`config.mk`:
```
export PLATFORM = sky130hd
export DESIGN_NAME = thi_div
export DESIGN_NICKNAME = d
export VERILOG_FILES = /design/src/rtl/thi_pkg.sv /design/src/rtl/thi_div.sv
export SDC_FILE = /design/constraint.sdc
export NUM_CORES = 2
export LEC_CHECK = 0
export BUFFER_PORTS_ARGS = -buffer_cell sky130_fd_sc_hd__buf_2
export CELL_PAD_IN_SITES_DETAIL_PLACEMENT = 1
export CELL_PAD_IN_SITES_GLOBAL_PLACEMENT = 1
export CORE_MARGIN = 8
export CORE_UTILIZATION = 35
export CTS_BUF_LIST = sky130_fd_sc_hd__clkbuf_2 sky130_fd_sc_hd__clkbuf_4 sky130_fd_sc_hd__clkbuf_8
export CTS_CLUSTER_DIAMETER = 60
export DETAILED_ROUTE_END_ITERATION = 16
export PLACE_DENSITY_LB_ADDON = 0.1
export SYNTH_ARGS = -nofsm -noshare
export SYNTH_HDL_FRONTEND = slang
export SYNTH_SLANG_ARGS = --single-unit
```
`constraint.sdc`:
```
create_clock -name clk -period 6.3 [get_ports clk]
set_clock_uncertainty 0.05 [all_clocks]
set_input_delay 1.26 -clock clk [delete_from_list [all_inputs] [get_ports clk]]
set_output_delay 1.26 -clock clk [all_outputs]
set_load 0.02 [all_outputs]
```
`src/rtl/thi_pkg.sv`:
```
// ----------------------------------------------------------------------------
// thi_pkg
// Types and constants shared by the triangle height interpolator.
// ----------------------------------------------------------------------------
package thi_pkg;

	localparam int COORD_BITS  = 16;
	localparam int FRAC_BITS   = 8;
	localparam int HEIGHT_BITS = COORD_BITS + FRAC_BITS;
	localparam int DIF_BITS    = COORD_BITS + 1;
	localparam int PRD_BITS    = 2 * DIF_BITS;
	localparam int DET_BITS    = PRD_BITS + 1;
	localparam int TOT_BITS    = DET_BITS + COORD_BITS + 3;
	localparam int MAG_BITS    = TOT_BITS + FRAC_BITS;
	localparam int QUO_BITS    = HEIGHT_BITS;

	localparam logic signed [HEIGHT_BITS-1:0] H_ERR = HEIGHT_BITS'(-(2 ** FRAC_BITS));
	localparam logic [HEIGHT_BITS-1:0] H_MAX = {1'b0, {(HEIGHT_BITS-1){1'b1}}};

	typedef enum logic [1:0] {
		ST_INSIDE  = 2'd0,
		ST_VERTEX  = 2'd1,
		ST_OUTSIDE = 2'd2,
		ST_DEGEN   = 2'd3
	} status_t;

	typedef struct packed {
		logic signed [COORD_BITS-1:0] point_x;
		logic signed [COORD_BITS-1:0] point_y;
		logic signed [COORD_BITS-1:0] vertex_a_x;
		logic signed [COORD_BITS-1:0] vertex_a_y;
		logic signed [COORD_BITS-1:0] vertex_a_z;
		logic signed [COORD_BITS-1:0] vertex_b_x;
		logic signed [COORD_BITS-1:0] vertex_b_y;
		logic signed [COORD_BITS-1:0] vertex_b_z;
		logic signed [COORD_BITS-1:0] vertex_c_x;
		logic signed [COORD_BITS-1:0] vertex_c_y;
		logic signed [COORD_BITS-1:0] vertex_c_z;
	} in_word_t;

	typedef struct packed {
		logic signed [HEIGHT_BITS-1:0] height;
		status_t                       status;
	} out_word_t;

	// travels alongside the divider
	typedef struct packed {
		logic                          neg;
		status_t                       status;
		logic signed [HEIGHT_BITS-1:0] height;
	} side_t;

endpackage

```
`src/rtl/thi_div.sv`:
```
// ----------------------------------------------------------------------------
// thi_div
// Pipelined restoring divider, one quotient bit per stage.
// ----------------------------------------------------------------------------
module thi_div import thi_pkg::*; (
	input  logic                clk,
	input  logic                arst_n,
	input  logic                adv,
	input  logic                vld,
	input  logic [MAG_BITS-1:0] mag,
	input  logic [DET_BITS-1:0] den,
	input  side_t               side,
	output logic                vld_o,
	output logic [QUO_BITS-1:0] quo,
	output side_t               side_o
);

	logic                v_s   [QUO_BITS];
	logic [DET_BITS-1:0] rem_s [QUO_BITS];
	logic [QUO_BITS-1:0] num_s [QUO_BITS];
	logic [QUO_BITS-1:0] quo_s [QUO_BITS];
	logic [DET_BITS-1:0] den_s [QUO_BITS];
	side_t               side_s[QUO_BITS];

	logic                v_p   [QUO_BITS];
	logic [DET_BITS-1:0] rem_p [QUO_BITS];
	logic [QUO_BITS-1:0] num_p [QUO_BITS];
	logic [QUO_BITS-1:0] quo_p [QUO_BITS];
	logic [DET_BITS-1:0] den_p [QUO_BITS];
	side_t               side_p[QUO_BITS];

	genvar k;
	generate
		for (k = 0; k < QUO_BITS; k++) begin : g_stage
			logic [DET_BITS:0] t;
			logic              ge;

			if (k == 0) begin : g_first
				assign v_p[k]    = vld;
				assign rem_p[k]  = mag[QUO_BITS+DET_BITS-1:QUO_BITS];
				assign num_p[k]  = mag[QUO_BITS-1:0];
				assign quo_p[k]  = '0;
				assign den_p[k]  = den;
				assign side_p[k] = side;
			end else begin : g_next
				assign v_p[k]    = v_s[k-1];
				assign rem_p[k]  = rem_s[k-1];
				assign num_p[k]  = num_s[k-1];
				assign quo_p[k]  = quo_s[k-1];
				assign den_p[k]  = den_s[k-1];
				assign side_p[k] = side_s[k-1];
			end

			assign t  = {rem_p[k], num_p[k][QUO_BITS-1]};
			assign ge = t >= {1'b0, den_p[k]};

			always_ff @(posedge clk or negedge arst_n) begin
				if (!arst_n) begin
					v_s[k] <= 1'b0;
				end else if (adv) begin
					v_s[k] <= v_p[k];
				end
			end

			always_ff @(posedge clk) begin
				if (adv) begin
					rem_s[k]  <= ge ? DET_BITS'(t - {1'b0, den_p[k]}) : t[DET_BITS-1:0];
					num_s[k]  <= num_p[k] << 1;
					quo_s[k]  <= {quo_p[k][QUO_BITS-2:0], ge};
					den_s[k]  <= den_p[k];
					side_s[k] <= side_p[k];
				end
			end
		end
	endgenerate

	assign vld_o  = v_s[QUO_BITS-1];
	assign quo    = quo_s[QUO_BITS-1];
	assign side_o = side_s[QUO_BITS-1];

endmodule

```
==> run summary <==
FLOORPLAN
-------------------------------------------------------------------------------------
Die outline height .....................................................       648 µm
IO Count ...............................................................          180
Effective utilization at floorplan .....................................        0.351
Core outline area ......................................................   399000 µm²
Floorplan die area .....................................................   420000 µm²
Number of rows in the core area ........................................          232
Die width ..............................................................       648 µm

CELLS AND AREA
-------------------------------------------------------------------------------------
Area growth syn-to-layout ..............................................        12.8%
Count of fill cells added during filler insertion ......................        42084
Total area of multi-input combinational cells ..........................    49100 µm²
Layout cells sized above 1 .............................................        0.113
Total area of sequential cells .........................................    85700 µm²
Count of non-filler cells in the finished layout .......................        17488
Total number of nets in the final design ...............................        12814

CRITICAL PATH
-------------------------------------------------------------------------------------
Largest fanout on the critical path ....................................           19
Series of cell instances along the critical path ....................... ha_1, nand3_1, nor4_1, nand2_1, o211ai_2, o21ai_2, o221a_2, nor3_1, o21a_2, buf_4, mux2_2
Standard cell with the maximum stage delay on the critical path ........ sky130_fd_sc_hd__nor4_1
Peak per-stage delay on the critical path ..............................      0.73 ns
Critical path startpoint category ......................................    flip-flop
Largest delay share family, worst path ................................. simple AND/OR/NAND/NOR gates
Required @ worst endpoint ..............................................      7.10 ns
Count of buffer and inverter cells on the critical path ................            1
Setup CP Type .......................................................... flip-flop to flip-flop
Arrival time at the worst endpoint .....................................      5.52 ns
Category of the worst setup path capture point .........................    flip-flop

LOGIC SYNTHESIS
-------------------------------------------------------------------------------------
Cells taking the most area after synthesis ............................. sky130_fd_sc_hd__edfxtp_1, sky130_fd_sc_hd__ha_1, sky130_fd_sc_hd__a21oi_1
Synth Cell Area ........................................................   140000 µm²
Predominant post-synthesis flop cell ................................... sky130_fd_sc_hd__edfxtp_1
Syn Inst Count .........................................................        11313
#FFs+latches synth .....................................................         2858
Most common library cells after synthesis .............................. sky130_fd_sc_hd__edfxtp_1, sky130_fd_sc_hd__inv_1, sky130_fd_sc_hd__nand2_1
Post-synth EDFFs .......................................................         2834
Most common cell in the synthesized netlist ............................ sky130_fd_sc_hd__edfxtp_1
Distinct cell type count after synthesis ...............................          104
Synth Area per Inst ....................................................     12.4 µm²
Portion of synthesized cell area occupied by the leading cell type .....        0.608
Cell type with the highest aggregate area in the netlist ............... sky130_fd_sc_hd__edfxtp_1
Synthesis Warnings .....................................................            0
Sequential area share after synthesis ..................................        0.613
Share of flip-flops with an asynchronous set or reset ..................      0.00840
Syn_nets ...............................................................        12304

GLOBAL ROUTING
-------------------------------------------------------------------------------------
Met1 Usage GRT .........................................................        0.191
Residual overflow from global routing ..................................            0
GR met3 Demand/Resource ................................................       0.0245
Total Routing Usage GR .................................................        0.163
Wire length of the first global-routing pass ...........................    544000 µm
Vias in the first global route .........................................        94310
Maximum number of pins on one net before global-route repair ...........          195
Routing usage on met2 ..................................................        0.295
Initial antenna violation count ........................................            6
Most heavily used metal layer in global routing ........................         met2

PWR
-------------------------------------------------------------------------------------
Maximum vdd drop .......................................................     0.221 mV
Leakage power total ....................................................      62.0 nW
Pwr Total ..............................................................     0.0793 W
Power density normalized to cell area ..................................   502 nW/µm²

CLOCK TREE
-------------------------------------------------------------------------------------
TritonCTS buffer count .................................................          536
Number of buffers inserted for hold repair after clock tree synthesis ..            1
Post-CTS Resized .......................................................            0
Clock sink count .......................................................         2858
Deepest level of the CTS H-tree ........................................            6
Clock tree from TritonCTS ..............................................        built
Clock-pin slew of the registers on the worst-case setup and hold paths .      0.06 ns
Clk Tree Root Cell ..................................................... sky130_fd_sc_hd__clkbuf_8
Deepest clock path buffer count ........................................            4
Clock latency reported for the late side of the worst-skew pair ........      1.14 ns
Setup Buffers After CTS ................................................            0

ROUTE
-------------------------------------------------------------------------------------
# DRC ..................................................................            0
Average wire per standard cell .........................................      20.1 µm
Total number of vias ...................................................        87819
DRT iter0 DRCs .........................................................         4219
Via density per instance ...............................................         5.02
Total routed wirelength ................................................    351000 µm
Number of routed nets with antenna violations ..........................            0
First-pass DRT Iterations ..............................................            6

OUTCOME
-------------------------------------------------------------------------------------
Run status .............................................................    completed

TIMING
-------------------------------------------------------------------------------------
# setup viols final ....................................................            0
Final number of max-transition violations ..............................            0
Slew headroom ..........................................................        0.166
Final cycle utilization of the critical path ...........................        0.750
Worst hold slack across all endpoints ..................................     0.251 ns
Final-report hold violation count ......................................            0
Least-Margin Pin Slew ..................................................      1.24 ns
Setup repair after global routing missed its margin ....................           no
Slack of the critical path .............................................      1.58 ns
Sum Neg Setup Slack ....................................................         0 ns
Min Tclk post-route ....................................................      4.72 ns
Top achievable clock speed .............................................      212 MHz

PLACE
-------------------------------------------------------------------------------------
Worst slack after detailed placement ...................................     0.915 ns
Dpl cells ..............................................................        16549
Number of input and output port buffers inserted .......................          176
Detailed Place HPWL ....................................................    264000 µm
Placer Congestion ......................................................        0.899

WORST HOLD PATH
-------------------------------------------------------------------------------------
Path category of the worst min-delay check ............................. input pin to flip-flop

JOB
-------------------------------------------------------------------------------------
Number of maximum-capacitance violations ...............................            0

## stage by stage
stage                     utilization  cell area (µm²)
after floorplan                     -           140000
after global placement          0.370           147000
after detailed placement        0.370           147000
after CTS                       0.396           158000
after global routing            0.396           158000
final                           0.396           158000
## cell families (layout without fill, tap and decap cells)
kind of cell,after synthesis,count (layout),synth area share
AND/OR/NAND/NOR,2366,2366,0.0783
buffers and inverters,1365,2270,0.0380
XOR/XNOR,705,705,0.0441
flip-flops,2858,2858,0.613
multiplexers,215,215,0.0181
AO/OA/AOI/OAI,2941,2941,0.130
adder cells (fa/ha/maj),863,863,0.0784
other,0,5,0
## power by group
part | switching (W) | internal, W | leakage [nW]
clock | 0.00797 | 0.00974 | 5.43
sequential | 0.00244 | 0.0267 | 28.0
combinational | 0.0193 | 0.0130 | 28.6
## path summary, 6_finish.rpt
check	cells past startpoint	from	endpoint	slack, ns
min reg2reg	0	num_s[0][125]	num_s[0][149]	0.34
max in group asynchronous	2	arst_n	v_p[17]	5.21
max reg2reg	11	rem_s[0][47]	rem_s[0][76]	1.58
min	1	side[9]	side_s[0][9]	0.25
min in group asynchronous	2	arst_n	vld_o	0.62
max	11	rem_s[0][47]	rem_s[0][76]	1.58
## cell usage in the layout (no fill, tap or decap), types with 47 or more instances in the layout
cell,instances
sky130_fd_sc_hd__clkinv_1,113
sky130_fd_sc_hd__o211ai_1,52
sky130_fd_sc_hd__nand2b_1,96
sky130_fd_sc_hd__inv_1,1070
sky130_fd_sc_hd__buf_4,64
sky130_fd_sc_hd__o21a_1,85
sky130_fd_sc_hd__xnor2_1,387
sky130_fd_sc_hd__o21bai_1,97
sky130_fd_sc_hd__buf_2,175
sky130_fd_sc_hd__nor2b_1,118
sky130_fd_sc_hd__edfxtp_1,2834
sky130_fd_sc_hd__mux2_2,163
sky130_fd_sc_hd__nand2_1,940
sky130_fd_sc_hd__a31oi_1,91
sky130_fd_sc_hd__xor2_1,318
sky130_fd_sc_hd__a21o_1,394
sky130_fd_sc_hd__o21ai_0,806
sky130_fd_sc_hd__clkbuf_4,140
sky130_fd_sc_hd__a211oi_1,91
sky130_fd_sc_hd__clkbuf_8,545
sky130_fd_sc_hd__and2_1,47
sky130_fd_sc_hd__and3_1,77
sky130_fd_sc_hd__ha_1,840
sky130_fd_sc_hd__nor3_1,96
sky130_fd_sc_hd__nand3_1,169
sky130_fd_sc_hd__o31ai_1,62
sky130_fd_sc_hd__nor2_1,534
sky130_fd_sc_hd__a21oi_1,882
sky130_fd_sc_hd__nand4_1,144
## layout make-up
| cell class | instances | area share |
|---|---|---|
| sequential | 2858 | 0.543 |
| multi-input combinational | 7090 | 0.311 |
| clock buffer | 685 | 0.0542 |
| tap | 5265 | 0.0418 |
| inverter | 1070 | 0.0255 |
| clock inverter | 248 | 0.0122 |
| timing repair buffer | 267 | 0.0121 |
| antenna | 5 | 0.0000793 |
## metal layers
layer | up-vias | part of all wire | wire length (µm)
li1 | 42777 | - | -
met1 | 42985 | 0.42 | 148000
met2 | 1322 | 0.50 | 177000
met3 | 735 | 0.031 | 10800
met4 | 0 | 0.044 | 15500
met5 | - | 0 | 0
## sequential cells by signal, indices dropped and copies added, names as in the netlist
signal  count
vld_o       1
v_p        23
side_s    648
rem_s     805
quo_s     300
den_s     805
num_s     276
Power figures use the tool's default switching activity.
